`src/hw/rtl/wsbf_pkg.sv`:
```
`default_nettype none

package wsbf_pkg;

   localparam int MAX_WORKERS = 64;
   localparam int ID_W        = 6;
   localparam int CNT_W       = 7;
   localparam int FUNC_W      = 2;
   localparam int DIV_STEPS   = ID_W / 2;
   localparam int STEP_W      = 2;

   localparam logic [CNT_W-1:0] COUNT_RESET = CNT_W'(MAX_WORKERS);

   localparam logic [FUNC_W-1:0] FUNC_MARK  = 2'd0;
   localparam logic [FUNC_W-1:0] FUNC_CLEAR = 2'd1;

   typedef logic [MAX_WORKERS-1:0] map_type;

   typedef struct packed {
      logic            found;
      logic [ID_W-1:0] index;
   } hit_type;

   typedef struct packed {
      logic accept;
      logic div_step;
      logic load_out;
   } cmd_type;

   typedef struct packed {
      logic out_free;
   } status_type;

   // bits strictly below n
   function automatic map_type below_mask(input logic [CNT_W-1:0] n);
      map_type m;
      for (int i = 0; i < MAX_WORKERS; i++) begin
         m[i] = CNT_W'(i) < n;
      end
      return m;
   endfunction

   // bits at or above idx
   function automatic map_type from_mask(input logic [CNT_W-1:0] idx);
      map_type m;
      for (int i = 0; i < MAX_WORKERS; i++) begin
         m[i] = CNT_W'(i) >= idx;
      end
      return m;
   endfunction

   function automatic hit_type find_first(input map_type v);
      hit_type h;
      h.found = 1'b0;
      h.index = '0;
      for (int i = MAX_WORKERS - 1; i >= 0; i--) begin
         if (v[i]) begin
            h.found = 1'b1;
            h.index = ID_W'(i);
         end
      end
      return h;
   endfunction

   // circular search from idx: upper part first, then wrap to the bottom
   function automatic hit_type find_circular(input map_type cand,
                                             input logic [CNT_W-1:0] idx);
      hit_type hi;
      hit_type all;
      hi  = find_first(cand & from_mask(idx));
      all = find_first(cand);
      return hi.found ? hi : all;
   endfunction

endpackage

`default_nettype wire

```
`src/hw/rtl/work_steal_bitmap_finder.sv`:
```
`default_nettype none

// Work-steal flag map with victim and free-worker search. Each request marks,
// clears or only tests one worker's flag, then returns one response against the
// updated map: the worker's flag, whether any flag below the worker count is
// set, the first flagged worker circularly after the requester, and the first
// unflagged worker circularly from start_req modulo the count. The flag update
// lands at the accepting edge; the start index is then reduced in the division
// steps (two dividend bits per cycle), and a final state runs both circular
// searches and loads the result into the output register. No new request is
// taken until then. The next request is accepted once the response is loaded,
// even while it still waits for rsp_ready; its result then holds until the
// output register frees up. The worker count (csr_wr_data) resets to 64; the
// user must write it only while the block is idle, which the block itself does
// not enforce.
module work_steal_bitmap_finder
   import wsbf_pkg::*;
(
   input  wire              clock,
   input  wire              reset,
   input  wire              csr_wr_en,
   input  wire [CNT_W-1:0]  csr_wr_data,
   input  wire              req_valid,
   output logic             req_ready,
   input  wire [FUNC_W-1:0] req_func,
   input  wire [ID_W-1:0]   req_worker_id,
   input  wire [ID_W-1:0]   req_start_req,
   output logic             rsp_valid,
   input  wire              rsp_ready,
   output logic             rsp_is_marked,
   output logic             rsp_any_marked,
   output logic             rsp_victim_found,
   output logic [ID_W-1:0]  rsp_victim_index,
   output logic             rsp_free_found,
   output logic [ID_W-1:0]  rsp_free_index
);

   cmd_type    cmd;
   status_type status;

   wsbf_ctrl u_ctrl (
      .clock     (clock),
      .reset     (reset),
      .req_valid (req_valid),
      .req_ready (req_ready),
      .status    (status),
      .cmd       (cmd)
   );

   wsbf_dp u_dp (
      .clock            (clock),
      .reset            (reset),
      .cmd              (cmd),
      .status           (status),
      .csr_wr_en        (csr_wr_en),
      .csr_wr_data      (csr_wr_data),
      .req_func         (req_func),
      .req_worker_id    (req_worker_id),
      .req_start_req    (req_start_req),
      .rsp_valid        (rsp_valid),
      .rsp_ready        (rsp_ready),
      .rsp_is_marked    (rsp_is_marked),
      .rsp_any_marked   (rsp_any_marked),
      .rsp_victim_found (rsp_victim_found),
      .rsp_victim_index (rsp_victim_index),
      .rsp_free_found   (rsp_free_found),
      .rsp_free_index   (rsp_free_index)
   );

endmodule

`default_nettype wire

```
`src/hw/rtl/wsbf_ctrl.sv`:
```
`default_nettype none

module wsbf_ctrl
   import wsbf_pkg::*;
(
   input  wire        clock,
   input  wire        reset,
   input  wire        req_valid,
   output logic       req_ready,
   input  status_type status,
   output cmd_type    cmd
);

   typedef enum logic [2:0] {
      ST_IDLE = 3'b001,
      ST_DIV  = 3'b010,
      ST_DONE = 3'b100
   } state_type;

   state_type         state_ff, state_in;
   logic [STEP_W-1:0] step_ff, step_in;

   assign req_ready = (state_ff == ST_IDLE);

   always_comb begin
      state_in     = state_ff;
      step_in      = step_ff;
      cmd.accept   = 1'b0;
      cmd.div_step = 1'b0;
      cmd.load_out = 1'b0;
      case (state_ff)
         ST_IDLE: begin
            if (req_valid) begin
               cmd.accept = 1'b1;
               step_in    = '0;
               state_in   = ST_DIV;
            end
         end
         ST_DIV: begin
            cmd.div_step = 1'b1;
            step_in      = step_ff + STEP_W'(1);
            if (step_ff == STEP_W'(DIV_STEPS - 1)) begin
               state_in = ST_DONE;
            end
         end
         ST_DONE: begin
            // hold until the output register can take the result
            if (status.out_free) begin
               cmd.load_out = 1'b1;
               state_in     = ST_IDLE;
            end
         end
         default: begin
            state_in = ST_IDLE;
         end
      endcase
   end

   always_ff @(posedge clock) begin
      if (reset) begin
         state_ff <= ST_IDLE;
         step_ff  <= '0;
      end else begin
         state_ff <= state_in;
         step_ff  <= step_in;
      end
   end

endmodule

`default_nettype wire

```
`src/hw/rtl/wsbf_dp.sv`:
```
`default_nettype none

module wsbf_dp
   import wsbf_pkg::*;
(
   input  wire               clock,
   input  wire               reset,
   input  cmd_type           cmd,
   output status_type        status,
   input  wire               csr_wr_en,
   input  wire [CNT_W-1:0]   csr_wr_data,
   input  wire [FUNC_W-1:0]  req_func,
   input  wire [ID_W-1:0]    req_worker_id,
   input  wire [ID_W-1:0]    req_start_req,
   output logic              rsp_valid,
   input  wire               rsp_ready,
   output logic              rsp_is_marked,
   output logic              rsp_any_marked,
   output logic              rsp_victim_found,
   output logic [ID_W-1:0]   rsp_victim_index,
   output logic              rsp_free_found,
   output logic [ID_W-1:0]   rsp_free_index
);

   logic [CNT_W-1:0] count_ff;
   map_type          flags_ff, flags_in;
   logic [ID_W-1:0]  id_ff;
   logic [ID_W-1:0]  start_ff, start_in;
   logic [ID_W-1:0]  rem_ff, rem_in;

   logic             valid_ff, valid_in;
   logic             is_marked_ff, any_ff, vfound_ff, ffound_ff;
   logic [ID_W-1:0]  vidx_ff, fidx_ff;

   logic [CNT_W-1:0] eff_n;
   map_type          live;
   logic             req_id_ok;
   logic             id_ok;
   logic [CNT_W-1:0] r1, r1s, r2, r2s;
   map_type          id_bit;
   hit_type          victim;
   hit_type          free_hit;

   assign eff_n = (count_ff > CNT_W'(MAX_WORKERS)) ? CNT_W'(MAX_WORKERS) : count_ff;
   assign live  = below_mask(eff_n);

   assign req_id_ok = {1'b0, req_worker_id} < eff_n;
   assign id_ok     = {1'b0, id_ff} < eff_n;

   always_comb begin
      flags_in = flags_ff;
      if (cmd.accept && req_id_ok) begin
         if (req_func == FUNC_MARK) begin
            flags_in[req_worker_id] = 1'b1;
         end else if (req_func == FUNC_CLEAR) begin
            flags_in[req_worker_id] = 1'b0;
         end
      end
   end

   // remainder of start by the count, two dividend bits per step
   always_comb begin
      r1  = {rem_ff, start_ff[ID_W-1]};
      r1s = (r1 >= eff_n) ? r1 - eff_n : r1;
      r2  = {r1s[ID_W-1:0], start_ff[ID_W-2]};
      r2s = (r2 >= eff_n) ? r2 - eff_n : r2;
      rem_in   = rem_ff;
      start_in = start_ff;
      if (cmd.accept) begin
         rem_in   = '0;
         start_in = req_start_req;
      end else if (cmd.div_step) begin
         rem_in   = r2s[ID_W-1:0];
         start_in = {start_ff[ID_W-3:0], 2'b00};
      end
   end

   always_comb begin
      id_bit          = '0;
      id_bit[id_ff]   = 1'b1;
      victim   = find_circular(flags_ff & live & ~id_bit, {1'b0, id_ff} + CNT_W'(1));
      free_hit = find_circular(~flags_ff & live, {1'b0, rem_ff});
   end

   assign status.out_free = !valid_ff || rsp_ready;

   always_comb begin
      valid_in = valid_ff;
      if (cmd.load_out) begin
         valid_in = 1'b1;
      end else if (rsp_ready) begin
         valid_in = 1'b0;
      end
   end

   always_ff @(posedge clock) begin
      if (reset) begin
         count_ff <= COUNT_RESET;
         flags_ff <= '0;
         valid_ff <= 1'b0;
      end else begin
         if (csr_wr_en) begin
            count_ff <= csr_wr_data;
         end
         flags_ff <= flags_in;
         valid_ff <= valid_in;
      end
   end

   always_ff @(posedge clock) begin
      if (cmd.accept) begin
         id_ff <= req_worker_id;
      end
      start_ff <= start_in;
      rem_ff   <= rem_in;
      if (cmd.load_out) begin
         is_marked_ff <= id_ok && flags_ff[id_ff];
         any_ff       <= |(flags_ff & live);
         // drop the victim when the requester is outside the count
         vfound_ff    <= id_ok && victim.found;
         vidx_ff      <= id_ok ? victim.index : '0;
         ffound_ff    <= free_hit.found;
         fidx_ff      <= free_hit.index;
      end
   end

   assign rsp_valid        = valid_ff;
   assign rsp_is_marked    = is_marked_ff;
   assign rsp_any_marked   = any_ff;
   assign rsp_victim_found = vfound_ff;
   assign rsp_victim_index = vidx_ff;
   assign rsp_free_found   = ffound_ff;
   assign rsp_free_index   = fidx_ff;

endmodule

`default_nettype wire

```
`config.mk`:
```
export PLATFORM = sky130hd
export DESIGN_NAME = work_steal_bitmap_finder
export DESIGN_NICKNAME = d
export VERILOG_FILES = /design/src/hw/rtl/wsbf_pkg.sv /design/src/hw/rtl/work_steal_bitmap_finder.sv /design/src/hw/rtl/wsbf_ctrl.sv /design/src/hw/rtl/wsbf_dp.sv
export SDC_FILE = /design/constraint.sdc
export NUM_CORES = 1
export LEC_CHECK = 0
export ABC_AREA = 1
export BUFFER_PORTS_ARGS = -buffer_cell sky130_fd_sc_hd__buf_2
export CELL_PAD_IN_SITES_DETAIL_PLACEMENT = 0
export CELL_PAD_IN_SITES_GLOBAL_PLACEMENT = 1
export CORE_ASPECT_RATIO = 2
export CORE_MARGIN = 2
export CORE_UTILIZATION = 45
export CTS_BUF_LIST = sky130_fd_sc_hd__clkbuf_4
export CTS_CLUSTER_DIAMETER = 40
export DETAILED_ROUTE_END_ITERATION = 8
export PLACE_DENSITY_LB_ADDON = 0.1
export SLEW_MARGIN = 20
export SYNTH_ARGS = -nofsm -noshare
export SYNTH_HDL_FRONTEND = slang
export SYNTH_SLANG_ARGS = --single-unit
```
`constraint.sdc`:
```
create_clock -name clock -period 6.6 [get_ports clock]
set_input_delay 0.99 -clock clock [delete_from_list [all_inputs] [get_ports clock]]
set_output_delay 0.99 -clock clock [all_outputs]
set_load 0.02 [all_outputs]
```
==> results.toml, run 1 <==
[outcome]
status = "did not finish"
haltStage = "global routing"
tool.error = "[ERROR GRT-0116] Global routing finished with congestion. Check the congestion regions in the DRC Viewer."

[clocking]
cts-hold-fix-buffers = 0
numCtsBuffers = 9
clockBufferDepth = 2
clock_sinks = 111
cts_root_buffer = "clkbuf_4"
post_cts_buffers = 0
htree_num_levels = 3
post_cts_resized = 0

[global_routing]
grt_max_degree = 57
grt_usage_pct = 47.6
grt_pass1_vias = 17100
grt_overflow = 2
grt_pass1_wl_um = 104000

[synthesis]
syn_area_mm2 = 0.0128
synthArstFlopShare_pct = 0
synth_fp_nets = 2372
syn_avg_cell_area_um2 = 5.52
syn_inst = 2315
synth_area_leaders = "nand2_1, dfxtp_1, inv_1"
ys_ff_latch = 111
ys_warn_count = 0
yosys.area.top_type = "nand2_1"
ys_seq_area_share_pct = 19.6
ys_dominant_reg_cell = "dfxtp_1"
synth.top_cell.area_share_pct = 18.8
synth_edf_count = 28
synth_cell_types = 58

[floorplanning]
start_util_pct = 45.5
die_h_um = 242
io-pin-count = 44
num_rows = 87
die_w_um = 123

[place]
dp_slack_ns = 1.09
place.gp.congestion = 1.13
hpwlAfterDp_um = 54800
port_buffers = 43
## metal layers
| metal | global-route usage [%] | GRT overflow |
|---|---|---|
| met5 | 0.347 | 0 |
| met4 | 53.8 | 1 |
| met3 | 15.5 | 0 |
| met2 | 75.8 | 1 |
| met1 | 43.1 | 0 |
## cell usage after synthesis, drive strengths merged (12+ instances only)
library cell	n
nor4	19
o21a	12
a21oi	144
dfxtp	83
nand4	28
nand2	655
nand3	68
o211ai	24
ha	29
edfxtp	28
o22ai	32
a31oi	65
inv	394
o21ai	194
clkbuf	27
nor3	54
nor2	359
## metrics by stage
stage               hold WS (ns)  area (µm²)  std cells
detailed placement         0.451       13600       2724
CTS                        0.473       13800       2740
global placement           0.444       13600       2724
floorplan                  0.426       12800       2315
## logic make-up after synthesis
| family | share of synthesized area [%] |
|---|---|
| xor+xnor | 0.549 |
| buf+inv | 13.4 |
| compound gates | 23.7 |
| flops | 19.6 |
| fa+ha+maj | 3.15 |
| simple gates | 39.6 |
==> inputs of run 2 (changes only) <==
--- a/config.mk
+++ b/config.mk
@@ -7,15 +7,10 @@
 export LEC_CHECK = 0
 export ABC_AREA = 1
 export BUFFER_PORTS_ARGS = -buffer_cell sky130_fd_sc_hd__buf_2
-export CELL_PAD_IN_SITES_DETAIL_PLACEMENT = 0
-export CELL_PAD_IN_SITES_GLOBAL_PLACEMENT = 1
-export CORE_ASPECT_RATIO = 2
 export CORE_MARGIN = 2
-export CORE_UTILIZATION = 45
-export CTS_BUF_LIST = sky130_fd_sc_hd__clkbuf_4
-export CTS_CLUSTER_DIAMETER = 40
+export CORE_UTILIZATION = 35
 export DETAILED_ROUTE_END_ITERATION = 8
-export PLACE_DENSITY_LB_ADDON = 0.1
+export PLACE_DENSITY_LB_ADDON = 0.15
 export SLEW_MARGIN = 20
 export SYNTH_ARGS = -nofsm -noshare
 export SYNTH_HDL_FRONTEND = slang
==> run 2 against run 1 <==
Effect of this change: the run now ends clean; area after synthesis is the same; synthesized cell count is the same.
==> results.toml, run 2 <==
[outcome]
status = "finished, final reports clean"

[pwr]
leakagePower_nw = 6.74
p_seq_share_pct = 22.6
power_density_mw_per_mm2 = 300
clkPwrFrac_pct = 14.0
p_sw_mw = 2.40
irDropWorstVdd_mv = 0.254
p_int_mw = 1.80
combPwrFrac_pct = 63.4
p_sw_share_pct = 57.1

[global_routing]
grt_pass1_vias = 14700
grt_overflow = 0
grt_max_degree = 66
antenna_found_initial = 0
grt_pass1_wl_um = 92100
grt_usage_pct = 32.4

[timing]
max_freq_mhz = 172
fin_crit_sh_pct = 88.0
hold_viol_final = 0
fin_crit_ns = 5.81
rsz0062_at_grt = "false"
slew-limit-headroom_pct = 24.7
skew_ns = 0.0159
tightest_slew_ns = 1.12
setup-tns-final_ns = 0
whs_ns = 0.461
finalSetupViolCount = 0
drv_slew = 0

[setup_path]
cp-end-kind = "flip-flop"
r2r_end = "u_dp.rsp_free_index[3]"
worstRegToRegCells = 18
cp.arrival_ns = 6.06
r2r_setup_slack_ns = 0.79
critPathLaunchType = "flip-flop"
r2r-start = "u_dp.count_ff[6]"
path_max_fanout = 14
required_ns = 6.85
critPathKind = "reg -> reg"

[synthesis]
synth_area_leaders = "nand2_1, dfxtp_1, inv_1"
synth_common_cells = "nand2_1, inv_1, nor2_1"
synth_edf_count = 28
ys_dominant_reg_cell = "dfxtp_1"
synthArstFlopShare_pct = 0
synth.most_common_cell = "nand2_1"
ys_seq_area_share_pct = 19.6
ys_warn_count = 0
syn_area_mm2 = 0.0128
synth_fp_nets = 2372
ys_ff_latch = 111
syn_inst = 2315
yosys.area.top_type = "nand2_1"
synth.top_cell.area_share_pct = 18.8
synth_cell_types = 58
syn_avg_cell_area_um2 = 5.52

[routing]
drtPass1Iterations = 6
drtAntennaViolNets = 0
routed_via_density = 5.56
vias = 15700
routed_wl_um = 61800
drcViolationCount = 0
drt_iter0_markers = 1794
avgRoutedWirePerCell_um = 21.8

[final_layout]
final_cells = 2831
area_growth_pct = 9.31
final_area_mm2 = 0.0140
layout-drive-gt1-share_pct = 7.47
nNetsFinal = 2422
diodes = 0
layout_common_cells = "nand2_1, inv_1, nor2_1"
final_common_cell = "nand2_1"

[clocking]
clockBufferDepth = 2
cts_tree = "built"
clk_latency_ns = 0.39
post_cts_resized = 0
numCtsBuffers = 9
htree_num_levels = 3
clock_sinks = 111
cts_root_buffer = "clkbuf_16"
post_cts_buffers = 0
path_clk_slew_ns = 0.08
cts-hold-fix-buffers = 0

[hold_path]
min_path_type = "reg -> reg"
hold_end = "u_ctrl.step_ff[0]"
holdPathStages = 1
hp-start = "u_ctrl.step_ff[0]"

[place]
place_area_mm2 = 0.0137
placed_cells = 2815
place.gp.congestion = 0.998
port_buffers = 43
hpwlAfterDp_um = 50300

[floorplanning]
die_w_um = 195
io-pin-count = 44
die_h_um = 195
num_rows = 69
start_util_pct = 35.7
core-area_mm2 = 0.0357
design.die.area_mm2 = 0.0380

[run]
drv_cap = 0
## run 2: per-layer routing
| layer | GRT usage, % | wire [µm] |
|---|---|---|
| met1 | 46.1 | 28600 |
| met2 | 49.6 | 26300 |
| met3 | 5.96 | 5050 |
| met4 | 9.64 | 1800 |
| met5 | 0 | 0 |
## run 2: area by class of cell
type | instances | area [µm²]
flip-flops and latches | 111 | 2500
well taps | 461 | 577
repair buffers | 76 | 463
multi-input cells | 1762 | 8580
inverters | 405 | 1540
fillers | 4122 | 21800
clock buffers | 10 | 250
clock inverters | 6 | 42.5
## run 2: cells by family after synthesis
family / share of synthesized area, %
flops: 19.6
xor+xnor: 0.549
fa+ha+maj: 3.15
buf+inv: 13.4
compound gates: 23.7
simple gates: 39.6
## run 2: how the worst max path moves through the flow
stage,from,to,slack [ns]
2_1_floorplan,u_dp.id_ff[1],u_dp.rsp_victim_index[0],2.02
3_3_place_gp,u_dp.id_ff[0],u_dp.rsp_victim_index[0],0.96
3_5_place_dp,u_dp.id_ff[0],u_dp.rsp_victim_index[0],1.01
4_1_cts,u_dp.id_ff[0],u_dp.rsp_victim_index[0],0.95
5_1_grt,u_dp.count_ff[6],u_dp.rsp_victim_index[0],0.20
6_report,u_dp.count_ff[6],u_dp.rsp_free_index[3],0.79
## run 2: critical path, cell delays in order (launching register included)
cell	delay (ns)
dfxtp_1	0.49
nor2_1	0.87
inv_1	0.29
nor2_1	0.54
inv_1	0.34
nor2_1	0.57
nand2_1	0.31
nand2_1	0.21
inv_1	0.09
nand3_1	0.09
nand2_1	0.09
nor2_1	0.16
nand2_1	0.10
nor4b_1	0.38
nand2_1	0.17
nor2_1	0.29
inv_1	0.11
nor4_1	0.35
a32o_1	0.23
## run 2: per-stage QoR
stage               total power [mW]  utilization (%)  setup slack, ns
finish                          4.19             39.1            0.791
global route                    4.50             39.1            0.203
CTS                             4.11             39.0            0.949
detailed placement              3.52             38.2             1.01
global placement                3.54             38.2            0.964
floorplan                       2.63                -             2.02
## run 2: power groups by stage
| stage | combinational (mW) | sequential (mW) | clock (mW) |
|---|---|---|---|
| floorplan | 1.74 | 0.884 | 0 |
| global placement | 2.58 | 0.958 | 0 |
| detailed placement | 2.57 | 0.958 | 0 |
| CTS | 2.58 | 0.942 | 0.593 |
| global route | 2.93 | 0.959 | 0.618 |
| finish | 2.66 | 0.949 | 0.586 |
Note: power is estimated with default switching activity, not from simulation.
